### src/hdl/lmps_pkg.sv
// ----------------------------------------------------------------------------
// lmps_pkg
// Shared constants and types of the LED matrix PWM scan unit.
// ----------------------------------------------------------------------------
`default_nettype none

package lmps_pkg;

   localparam int PWM_STEPS    = 32;
   localparam int HALF_COLUMNS = 7;
   localparam int MATRIX_ROWS  = 5;
   localparam int MATRIX_COLS  = 2 * HALF_COLUMNS;
   localparam int LANES        = 2 * MATRIX_ROWS;
   localparam int STEP_SIZE    = 256 / PWM_STEPS;

   localparam int STEP_W  = (PWM_STEPS > 2) ? $clog2(PWM_STEPS) : 1;
   localparam int LEVEL_W = 9;
   localparam int COL_W   = $clog2(HALF_COLUMNS + 1);
   localparam int LANE_W  = $clog2(LANES);
   localparam int ADDR_W  = $clog2(HALF_COLUMNS);
   localparam int WORD_W  = 24;

   localparam logic [HALF_COLUMNS-1:0] COL_MASK = '1;

   localparam logic OP_WRITE = 1'b0;
   localparam logic OP_TICK  = 1'b1;

   typedef logic [LANES-1:0][7:0] pixel_row_type;

   typedef struct packed {
      logic              en;
      logic [ADDR_W-1:0] addr;
      logic [LANE_W-1:0] lane;
      logic [7:0]        data;
   } wr_req_type;

   typedef struct packed {
      logic               blank;
      logic               done;
      logic [COL_W-1:0]   col;
      logic [LEVEL_W-1:0] level;
   } line_ctl_type;

endpackage

`default_nettype wire

### src/hdl/lmps_if.sv
// ----------------------------------------------------------------------------
// lmps_req_if / lmps_rsp_if
// Valid/ready channels carrying request and response words.
// ----------------------------------------------------------------------------
`default_nettype none

interface lmps_req_if;
   logic       valid;
   logic       ready;
   logic       op;
   logic [2:0] pixel_row;
   logic [3:0] pixel_col;
   logic [7:0] pixel_value;

   modport source (output valid, op, pixel_row, pixel_col, pixel_value, input ready);
   modport sink   (input valid, op, pixel_row, pixel_col, pixel_value, output ready);
endinterface

interface lmps_rsp_if;
   logic        valid;
   logic        ready;
   logic [23:0] shift_word;
   logic        blank_line;
   logic        frame_done;

   modport source (output valid, shift_word, blank_line, frame_done, input ready);
   modport sink   (input valid, shift_word, blank_line, frame_done, output ready);
endinterface

`default_nettype wire

### src/hdl/lmps_frame_store.sv
// ----------------------------------------------------------------------------
// lmps_frame_store
// Pixel memory, one word per scan column holding both halves of every row,
// with per-pixel valid bits so the store reads dark after reset.
// ----------------------------------------------------------------------------
`default_nettype none

module lmps_frame_store (
   input  wire logic                              clock,
   input  wire logic                              reset,
   input  wire lmps_pkg::wr_req_type              wr,
   input  wire logic                              rd_en,
   input  wire logic [lmps_pkg::ADDR_W-1:0]       rd_addr,
   output      lmps_pkg::pixel_row_type           rd_data
);
   import lmps_pkg::*;

   pixel_row_type                           mem [HALF_COLUMNS];
   logic [HALF_COLUMNS-1:0][LANES-1:0]      vld_ff;
   logic [HALF_COLUMNS-1:0][LANES-1:0]      vld_in;
   pixel_row_type                           rd_ff;
   logic [LANES-1:0]                        rd_vld_ff;

   always_comb begin
      vld_in = vld_ff;
      if (wr.en) begin
         vld_in[wr.addr][wr.lane] = 1'b1;
      end
   end

   always_ff @(posedge clock) begin
      if (reset) begin
         vld_ff <= '0;
      end else begin
         vld_ff <= vld_in;
      end
   end

   always_ff @(posedge clock) begin
      if (wr.en) begin
         mem[wr.addr][wr.lane] <= wr.data;
      end
      if (rd_en) begin
         rd_ff     <= mem[rd_addr];
         rd_vld_ff <= vld_ff[rd_addr];
      end
   end

   always_comb begin
      for (int i = 0; i < LANES; i++) begin
         rd_data[i] = rd_vld_ff[i] ? rd_ff[i] : 8'h00;
      end
   end

endmodule

`default_nettype wire

### src/hdl/lmps_line_pack.sv
// ----------------------------------------------------------------------------
// lmps_line_pack
// Threshold compare of one column of pixels and packing of the line word.
// ----------------------------------------------------------------------------
`default_nettype none

module lmps_line_pack (
   input  wire lmps_pkg::pixel_row_type         pixels,
   input  wire lmps_pkg::line_ctl_type          ctl,
   output      logic [lmps_pkg::WORD_W-1:0]     word
);
   import lmps_pkg::*;

   logic [MATRIX_ROWS-1:0]  left;
   logic [MATRIX_ROWS-1:0]  right;
   logic [HALF_COLUMNS-1:0] sel;
   logic [HALF_COLUMNS-1:0] onehot;

   always_comb begin
      left   = '0;
      right  = '0;
      onehot = '0;
      sel    = COL_MASK;
      if (!ctl.blank) begin
         // bit i carries row 4-i, bottom row in bit 0
         for (int i = 0; i < MATRIX_ROWS; i++) begin
            left[i]  = {1'b0, pixels[MATRIX_ROWS-1-i]} > ctl.level;
            right[i] = {1'b0, pixels[2*MATRIX_ROWS-1-i]} > ctl.level;
         end
         onehot[ctl.col[ADDR_W-1:0]] = 1'b1;
         sel = onehot ^ COL_MASK;
      end
      word = {sel, right, sel, left};
   end

endmodule

`default_nettype wire

### src/hdl/led_matrix_pwm_scan_unit.sv
// ----------------------------------------------------------------------------
// led_matrix_pwm_scan_unit
// Frame store and scan sequencer for a two-half multiplexed LED matrix.
//
// The req channel carries pixel writes (op 0) and scan ticks (op 1). A write
// stores one pixel and gives no response word; writes outside the matrix are
// dropped. Each tick gives one rsp word: the 24-bit shift word of the current
// scan column at the current PWM step, with flags for the blanking line and
// for the last line of a frame.
// A tick's word passes the frame store read register, then the line word
// register, before rsp valid rises. One word is accepted every cycle while
// rsp is not stalled; a tick of a visible column makes a single memory read
// that fetches a whole column of both halves. A write followed directly by
// a tick is seen by that tick.
// Reset clears the frame store valid bits, so every pixel reads as zero, and
// sets the scan to column 0, step 0. While rsp is stalled, one tick can wait
// in the read stage behind the held response; beyond that req.ready drops,
// and writes wait with it.
// ----------------------------------------------------------------------------
`default_nettype none

module led_matrix_pwm_scan_unit (
   input  wire logic  clock,
   input  wire logic  reset,
   lmps_req_if.sink   req_bus,
   lmps_rsp_if.source rsp_bus
);
   import lmps_pkg::*;

   logic [COL_W-1:0]   col_ff, col_in;
   logic [STEP_W-1:0]  step_ff, step_in;
   logic               s1_valid_ff, s1_valid_in;
   line_ctl_type       s1_ctl_ff;
   line_ctl_type       s1_ctl_in;
   logic               rsp_valid_ff, rsp_valid_in;
   logic [WORD_W-1:0]  word_ff;
   logic               blank_ff;
   logic               done_ff;

   logic               advance;
   logic               accept;
   logic               tick;
   logic               is_blank;
   logic               last_step;
   logic               right_half;
   wr_req_type         wr;
   pixel_row_type      pixels;
   logic [WORD_W-1:0]  word;

   assign advance = !rsp_valid_ff || rsp_bus.ready;
   assign req_bus.ready = !s1_valid_ff || advance;
   assign accept = req_bus.valid && req_bus.ready;
   assign tick = accept && (req_bus.op == OP_TICK);

   assign is_blank  = (col_ff >= COL_W'(HALF_COLUMNS));
   assign last_step = (step_ff == STEP_W'(PWM_STEPS - 1));

   // pixel write address: word per column in half, lane per row and half
   assign right_half = (req_bus.pixel_col >= 4'(HALF_COLUMNS));
   always_comb begin
      wr.en   = accept && (req_bus.op == OP_WRITE)
             && (req_bus.pixel_row < 3'(MATRIX_ROWS))
             && (req_bus.pixel_col < 4'(MATRIX_COLS));
      wr.addr = right_half ? ADDR_W'(req_bus.pixel_col - 4'(HALF_COLUMNS))
                           : ADDR_W'(req_bus.pixel_col);
      wr.lane = right_half ? LANE_W'(req_bus.pixel_row) + LANE_W'(MATRIX_ROWS)
                           : LANE_W'(req_bus.pixel_row);
      wr.data = req_bus.pixel_value;
   end

   lmps_frame_store u_store (
      .clock   (clock),
      .reset   (reset),
      .wr      (wr),
      .rd_en   (tick && !is_blank),
      .rd_addr (col_ff[ADDR_W-1:0]),
      .rd_data (pixels)
   );

   always_comb begin
      col_in  = col_ff;
      step_in = step_ff;
      if (tick) begin
         if (is_blank) begin
            col_in  = '0;
            step_in = last_step ? '0 : step_ff + 1'b1;
         end else begin
            col_in = col_ff + 1'b1;
         end
      end
   end

   always_comb begin
      s1_ctl_in.blank = is_blank;
      s1_ctl_in.done  = is_blank && last_step;
      s1_ctl_in.col   = col_ff;
      s1_ctl_in.level = LEVEL_W'((LEVEL_W'(PWM_STEPS) - LEVEL_W'(step_ff))
                                 * LEVEL_W'(STEP_SIZE));
   end

   always_comb begin
      s1_valid_in = s1_valid_ff;
      if (tick) begin
         s1_valid_in = 1'b1;
      end else if (s1_valid_ff && advance) begin
         s1_valid_in = 1'b0;
      end
      rsp_valid_in = rsp_valid_ff;
      if (advance) begin
         rsp_valid_in = s1_valid_ff;
      end
   end

   lmps_line_pack u_pack (
      .pixels (pixels),
      .ctl    (s1_ctl_ff),
      .word   (word)
   );

   always_ff @(posedge clock) begin
      if (reset) begin
         col_ff       <= '0;
         step_ff      <= '0;
         s1_valid_ff  <= 1'b0;
         rsp_valid_ff <= 1'b0;
      end else begin
         col_ff       <= col_in;
         step_ff      <= step_in;
         s1_valid_ff  <= s1_valid_in;
         rsp_valid_ff <= rsp_valid_in;
      end
   end

   always_ff @(posedge clock) begin
      if (tick) begin
         s1_ctl_ff <= s1_ctl_in;
      end
      if (advance && s1_valid_ff) begin
         word_ff  <= word;
         blank_ff <= s1_ctl_ff.blank;
         done_ff  <= s1_ctl_ff.done;
      end
   end

   assign rsp_bus.valid      = rsp_valid_ff;
   assign rsp_bus.shift_word = word_ff;
   assign rsp_bus.blank_line = blank_ff;
   assign rsp_bus.frame_done = done_ff;

   // scan column stays within the visible columns plus the blanking line
   a_col_range: assert property (@(posedge clock) disable iff (reset)
      col_ff <= COL_W'(HALF_COLUMNS))
      else $error("scan column out of range");

   // a blanking tick restarts the scan at column zero
   a_blank_wrap: assert property (@(posedge clock) disable iff (reset)
      tick && is_blank |=> col_ff == '0)
      else $error("scan did not wrap after blanking line");

   // frame end is only flagged on a blanking line
   a_done_blank: assert property (@(posedge clock) disable iff (reset)
      rsp_valid_ff && done_ff |-> blank_ff)
      else $error("frame done without blanking line");

   // no request is taken while the read stage is full and cannot drain
   a_no_overrun: assert property (@(posedge clock) disable iff (reset)
      s1_valid_ff && !advance |-> !accept)
      else $error("request accepted into a stalled read stage");

endmodule

`default_nettype wire

### src/flat_wrapper.sv
// flat-port wrapper written by rule: the top's interface ports become plain ports
module led_matrix_pwm_scan_unit_flat import lmps_pkg::*;
  (clock, reset, req_bus_valid, req_bus_op, req_bus_pixel_row, req_bus_pixel_col, req_bus_pixel_value, req_bus_ready, rsp_bus_valid, rsp_bus_shift_word, rsp_bus_blank_line, rsp_bus_frame_done, rsp_bus_ready);
  lmps_req_if req_bus_i ();
  lmps_rsp_if rsp_bus_i ();
  input  wire logic clock;
  input  wire logic reset;
  input wire logic [$bits(req_bus_i.valid)-1:0] req_bus_valid;
  input wire logic [$bits(req_bus_i.op)-1:0] req_bus_op;
  input wire logic [$bits(req_bus_i.pixel_row)-1:0] req_bus_pixel_row;
  input wire logic [$bits(req_bus_i.pixel_col)-1:0] req_bus_pixel_col;
  input wire logic [$bits(req_bus_i.pixel_value)-1:0] req_bus_pixel_value;
  output wire logic [$bits(req_bus_i.ready)-1:0] req_bus_ready;
  output wire logic [$bits(rsp_bus_i.valid)-1:0] rsp_bus_valid;
  output wire logic [$bits(rsp_bus_i.shift_word)-1:0] rsp_bus_shift_word;
  output wire logic [$bits(rsp_bus_i.blank_line)-1:0] rsp_bus_blank_line;
  output wire logic [$bits(rsp_bus_i.frame_done)-1:0] rsp_bus_frame_done;
  input wire logic [$bits(rsp_bus_i.ready)-1:0] rsp_bus_ready;
  assign req_bus_i.valid = req_bus_valid;
  assign req_bus_i.op = req_bus_op;
  assign req_bus_i.pixel_row = req_bus_pixel_row;
  assign req_bus_i.pixel_col = req_bus_pixel_col;
  assign req_bus_i.pixel_value = req_bus_pixel_value;
  assign req_bus_ready = req_bus_i.ready;
  assign rsp_bus_valid = rsp_bus_i.valid;
  assign rsp_bus_shift_word = rsp_bus_i.shift_word;
  assign rsp_bus_blank_line = rsp_bus_i.blank_line;
  assign rsp_bus_frame_done = rsp_bus_i.frame_done;
  assign rsp_bus_i.ready = rsp_bus_ready;
  led_matrix_pwm_scan_unit u_core (.clock(clock), .reset(reset), .req_bus(req_bus_i), .rsp_bus(rsp_bus_i));
endmodule
### config.mk
export PLATFORM = sky130hd
export DESIGN_NAME = led_matrix_pwm_scan_unit_flat
export DESIGN_NICKNAME = d
export VERILOG_FILES = /design/src/hdl/lmps_pkg.sv /design/src/hdl/lmps_if.sv /design/src/hdl/lmps_frame_store.sv /design/src/hdl/lmps_line_pack.sv /design/src/hdl/led_matrix_pwm_scan_unit.sv /design/src/flat_wrapper.sv
export SDC_FILE = /design/constraint.sdc
export NUM_CORES = 1
export LEC_CHECK = 0
export BUFFER_PORTS_ARGS = -buffer_cell sky130_fd_sc_hd__buf_4
export CORE_ASPECT_RATIO = 1.25
export CORE_MARGIN = 2
export CORE_UTILIZATION = 35
export CTS_CLUSTER_DIAMETER = 150
export DETAILED_ROUTE_END_ITERATION = 8
export PLACE_DENSITY = 0.48
export SETUP_SLACK_MARGIN = 0.1
export SLEW_MARGIN = 5
export SYNTH_ARGS = -nofsm -noshare
export SYNTH_HDL_FRONTEND = slang
export SYNTH_SLANG_ARGS = --single-unit
### constraint.sdc
create_clock -name clock -period 5.4 [get_ports clock]
set_input_delay 0.27 -clock clock [delete_from_list [all_inputs] [get_ports clock]]
set_output_delay 0.27 -clock clock [all_outputs]
set_load 0.02 [all_outputs]
======== Word level (Yosys, flattened, before mapping) ========
Memories as Yosys holds them, arrays and structs flattened. A register that Yosys moved wholly into a read port is not among the register bits.
Index checks and enable logic that the tools add are counted.
cells by class
  reduce and logical (&&, ||, !) cells .... 18
  mux-type cells .......................... 29
  order comparisons ....................... 21
  add/sub/neg operators ................... 5
  eq/ne operators ......................... 1
  bitwise gates (word level) .............. 3
operator list
  cell                 number
  $gt 8x9->1           10
  $mux 8               11
  $mux 80              1
  $or 70x70->70        1
  $demux 8 s4          1
  $bmux 10 s3          1
  $demux 10 s3         1
  $mux 10              2
  $lt 3x4->1 const B   3
  $logic_and 1x1->1    11
  $mux 7               1
  $not 7->7            1
  $ge 3x1->1 const B   2
  $mux 3               2
  $sub 6x5->6 const A  1
  $add 5x1->5 const B  1
  $eq 5x5->1 const B   1
  $lt 4x5->1 const B   1
  $mux 1               5
  $mux 5               1
  $add 3x3->4 const B  1
  $demux 1 s4          1
  $ge 4x1->1 const B   1
  $ge 4x3->1 const B   1
  other kinds (12)     15
storage, ports and cells
  memories kept ........................... 1
  output and inout port bits .............. 28
  logic and storage cells ................. 98
  RAM bits ................................ 560
  input port bits ......................... 20
  flip-flop bits (word level) ............. 127
memory list
  name                words  width  rd ports  clocked after Yosys merged registers in  write ports  line                    text
  u_core.u_store.mem  7      80     1         1                                        1            lmps_frame_store.sv:18  pixel_row_type mem [HALF_COLUMNS];

======== Logic depth before layout (Yosys ltp) ========
  depth after elaboration ................. 9
  gate-level depth with buffers ........... 8
  depth with buffers taken out ............ 8

======== Cells and area by module ========
From an unflattened synthesis, not the netlist that was laid out.
second synthesis, totals
  cell total of the unflattened synthesis .. 2094
  area, all modules ....................... 32174.6 um^2
modules (own cells, without submodules)
  module                    cells each  sequential area each (um^2)  area an instance (um^2)  times used
  lmps_frame_store          1715        20920.1                      28264.6                  1
  lmps_line_pack            250         0.0                          2020.7                   1
  led_matrix_pwm_scan_unit  129         1311.3                       1889.3                   1

======== Worst setup path after synthesis ========
OpenSTA, ideal clock, no wires.
  path type ............................... reg2reg
  start ................................... register u_core.rsp_valid_ff, in the netlist u_core.rsp_bus.valid
  end ..................................... register u_core.u_store.rd_ff[0] in the netlist's numbering, read port of u_core.u_store.mem, enable pin
  setup time .............................. 0.539 ns
  period minus slack after synthesis ...... 5.399 ns
  cell stages (with the launch flop) ...... 5
  slack ................................... 0.001 ns
  arrival ................................. 4.860 ns
  required time ........................... 4.861 ns
  buffers on the path ..................... 0
  path through ............................ dfxtp_1 -> nand3b_1 -> and2_1 -> nand2_1 -> nor2_1
between the ends
  word-level cells in the longest chain between the ends .. 6
RTL lines
  item                      line                             text
  from (decl)               led_matrix_pwm_scan_unit.sv:35   logic rsp_valid_ff, rsp_valid_in;
  from (signal assigned)    led_matrix_pwm_scan_unit.sv:130  rsp_valid_ff <= rsp_valid_in;
  $logic_not 1->1           led_matrix_pwm_scan_unit.sv:50   assign advance = !rsp_valid_ff || rsp_bus.ready;
  $logic_or 1x1->1          led_matrix_pwm_scan_unit.sv:50
  $logic_or 1x1->1          led_matrix_pwm_scan_unit.sv:51   assign req_bus.ready = !s1_valid_ff || advance;
  via req_bus_ready         flat_wrapper.sv:13               output wire logic [$bits(req_bus_i.ready)-1:0] req_bus_ready;
  $logic_and 1x1->1         led_matrix_pwm_scan_unit.sv:52   assign accept = req_bus.valid && req_bus.ready;
  $logic_and 1x1->1         led_matrix_pwm_scan_unit.sv:53   assign tick = accept && (req_bus.op == OP_TICK);
  $logic_and 1x1->1         led_matrix_pwm_scan_unit.sv:75   .rd_en (tick && !is_blank),
  via u_core.u_store.rd_en  lmps_frame_store.sv:12           input wire logic rd_en,
  to (decl)                 lmps_frame_store.sv:21           pixel_row_type rd_ff;
The timed path passes the listed nets, and every way through them passes these cells.
A chain may end at the register's enable or synchronous reset.

======== Worst setup path after layout ========
  start ................................... register u_core.rsp_valid_ff, in the netlist u_core.rsp_bus.valid
  end ..................................... memory u_core.u_store.mem[5][38] in the netlist's numbering, enable pin
between the ends
  word-level cells in the longest chain between the ends .. 9
RTL lines
  item                           line                            text
  $logic_not 1->1                led_matrix_pwm_scan_unit.sv:50
  $logic_or 1x1->1               led_matrix_pwm_scan_unit.sv:50
  $logic_or 1x1->1               led_matrix_pwm_scan_unit.sv:51
  $logic_and 1x1->1              led_matrix_pwm_scan_unit.sv:52
  $logic_and 1x1->1              led_matrix_pwm_scan_unit.sv:61  wr.en = accept && (req_bus.op == OP_WRITE)
  $logic_and 1x1->1              led_matrix_pwm_scan_unit.sv:62  && (req_bus.pixel_row < 3'(MATRIX_ROWS))
  $logic_and 1x1->1              led_matrix_pwm_scan_unit.sv:63  && (req_bus.pixel_col < 4'(MATRIX_COLS));
  $mux 1                         lmps_frame_store.sv:40          if (wr.en) begin
  $mux 80 (implied by the code)  lmps_frame_store.sv:41          mem[wr.addr][wr.lane] <= wr.data;
  to (decl)                      lmps_frame_store.sv:18
Every way passes these cells.

==> metrics.txt <==
GRT Residual Overflow=0; clock group share of total power=42.4%; most frequent cell after synthesis=edfxtp_1; Post-synth top cells=edfxtp_1, nor2_1, nand2_1; post-synthesis register bit count=760; post-synthesis mux area share=between 10% and 20%; CTS Buf Count=75; adder-cell share of the synthesized area=roughly 2.3%; Clock Skew=0.0165 ns; CTS Hold Bufs=1; Total Power=12.2 mW; share of cells above drive strength 1=19.8%; Global Route Usage Sum=about 17%; WL per Instance=23.7 µm; Setup Buffers After CTS=0; Startpoint Class=register; Worst slew margin=around 16%; Layout area overhead=12.7%; final worst slack=around 2.3 ns; Syn Std Cell Area=between 30000 and 40000 µm²; die footprint=between 90000 and 100000 µm²; Clock Latency Late Sink=between 0.6 and 0.7 ns; initial antenna violation count=1; Gate power share=under 10%; largest net degree at the start of global routing=about 220; largest area contributor in the netlist=edfxtp_1; sw power=around 2.6 mW; Clock Tree Root=clkbuf_16; Synth async-reset ratio=0%; largest family of logic cells by synthesized area=multiplexers; HP Class=in2reg; Worst Path Required=5.64 ns; unrepaired setup endpoints after global routing=false; cts repair resizes=0; share of the synthesized area in the top cell type=66.2%; vias in the first global route=17000; maximum VDD drop=between 0.15 and 0.2 mV; fin. max-slew vios=0; Critical Path AT=approximately 3.3 ns; Power Density=~350 nW/µm²; Die Wd=~270 µm; Leak=around 11 nW; Synth Area in Compound Gates=between 5 and 6%; Primary FF master, synth=edfxtp_1; final setup TNS=0 ns; fin nets=between 1500 and 2000; Slew @ Worst Pin=1.26 ns; WS Path Type=reg2reg; Yosys warning count=0; status=finished clean; Mapped Nets=about 2000; First-pass DRT Iterations=6; ANT nets after route=0; clock sink count=760; Max Buffers Root-to-Sink=3; most area-consuming cells after synthesis=edfxtp_1, mux4_2, dfxtp_1; post-synthesis sequential area ratio=between 70 and 80%; Peak Freq=between 0.3 and 0.4 GHz; Mapped Cells=1879; starting density of the core=between 30 and 40%; via count=about 16000; final hold viol count=0; routed wire length=around 75 mm; Avg Cell Area, Syn=between 15 and 20 µm²; xor-xnor portion of the synthesized cell area=0.114%; Max-Cap Viols=0; drt drc=0; initial drt markers=roughly 1200; first-pass GRT wire length=111 mm; Final Cycle Share=57.3%; core box area=slightly below 90000 µm²; Pint=slightly below 10 mW; CP max FO=14; Port Buf Inserts=47; number of synthesized flops with an enable pin=approximately 700; Reg clk slew, reported paths=about 0.060 ns; Worst Setup End Kind=register; sw frac=21.2%; Final setup viols=0; Post-Synth Simple-Gate Area=between 6 and 7%; Tmin final=3.09 ns; post-DR vias/cell=5.12; routability cong.=0.758; Cell variety after synth=62; Die Height=between 300 and 400 µm; sequential share of power=53.1%; Max H-tree Level=3; post-DP HPWL=42.7 mm; pre-CTS setup slack=2.03 ns; IO Pins=48; Cell Rows=121; CTS tree=built
-- registers in the layout, indices dropped and copies added, names as in the netlist --
| signal | count |
|---|---|
| u_core.u_store.rd_ff | 80 |
| u_core.rsp_bus.valid | 1 |
| u_core.u_store.rd_vld_ff | 10 |
| u_core.step_ff | 5 |
| u_core.rsp_bus.blank_line | 1 |
| u_core.rsp_bus.shift_word | 17 |
| u_core.rsp_bus.frame_done | 1 |
| u_core.col_ff | 3 |
| u_core.u_store.mem | 560 |
| u_core.u_store.vld_ff | 70 |
| u_core.s1_valid_ff | 1 |
| u_core.s1_ctl_ff | 11 |
-- per-layer routing --
layer	global-route usage [%]	share of wire, %	up-vias
met2	29.0	51	390
met3	2.49	4.6	101
met5	0	0	-
met1	21.0	42	8298
met4	5.97	2.5	0
li1	-	-	7330
-- power by group through the flow --
stage	Combinational, mW	Clock [mW]	Sequential (mW)
after floorplan	0.336	0	6.59
after global placement	0.563	0	6.60
after detailed placement	0.570	0	6.60
after CTS	0.572	5.31	6.48
after global routing	0.609	5.51	6.48
final	0.558	5.17	6.48
-- stage by stage --
| stage | cells | hold slack (ns) | area [µm²] | utilization, % |
|---|---|---|---|---|
| final | 3150 | 0.0788 | 34800 | 39.9 |
| after global routing | 3149 | 0.0831 | 34800 | 39.9 |
| after global placement | 3012 | 0.404 | 32300 | 37.1 |
| after floorplan | 1879 | 0.369 | 30900 | - |
| after CTS | 3149 | 0.0226 | 34800 | 39.9 |
| after detailed placement | 3012 | 0.406 | 32300 | 37.1 |
-- cell type report --
type,count,area (µm²)
Inverter,15,56.3
Timing Repair Buffer,74,596
Clock buffer,102,2140
Antenna cell,1,2.50
Tap cell,1168,1460
Sequential cell,760,22000
Multi-Input combinational cell,996,8200
Clock inverter,34,283
Fill cell,7958,52400
-- critical path, stage by stage (launching register included) --
cell      delay, ns
dfxtp_1        0.35
nand3b_1       0.30
nand4_2        0.31
or2_1          0.71
nor3_1         1.01
-- path summary, 6_finish.rpt --
kind	from	endpoint	cells past startpoint	slack [ns]
setup reg to reg	u_core.rsp_bus.valid	u_core.u_store.mem[5][38]	4	2.31
hold reg to reg	u_core.s1_ctl_ff[12]	u_core.rsp_bus.frame_done	0	0.42
setup / recovery	u_core.rsp_bus.valid	u_core.u_store.mem[5][38]	4	2.31
hold / removal	req_bus_valid	u_core.step_ff[0]	4	0.08
-- cell families after synthesis --
logic type | count (synthesis)
flops | 760
compound gates | 268
fa+ha+maj | 57
xor+xnor | 4
simple gates | 402
buf+inv | 123
mux | 265
-- layout by cell type (no fill, tap or decap), types with 43 or more instances in the layout --
cell type	n
edfxtp_1	680
nor2_1	145
nand2_1	117
mux2i_1	93
mux4_2	90
o21ai_0	83
mux2_2	81
clkbuf_16	80
dfxtp_1	77
a21oi_1	74
buf_4	70
ha_1	57
and2_1	43
Power figures use the tool's default switching activity.
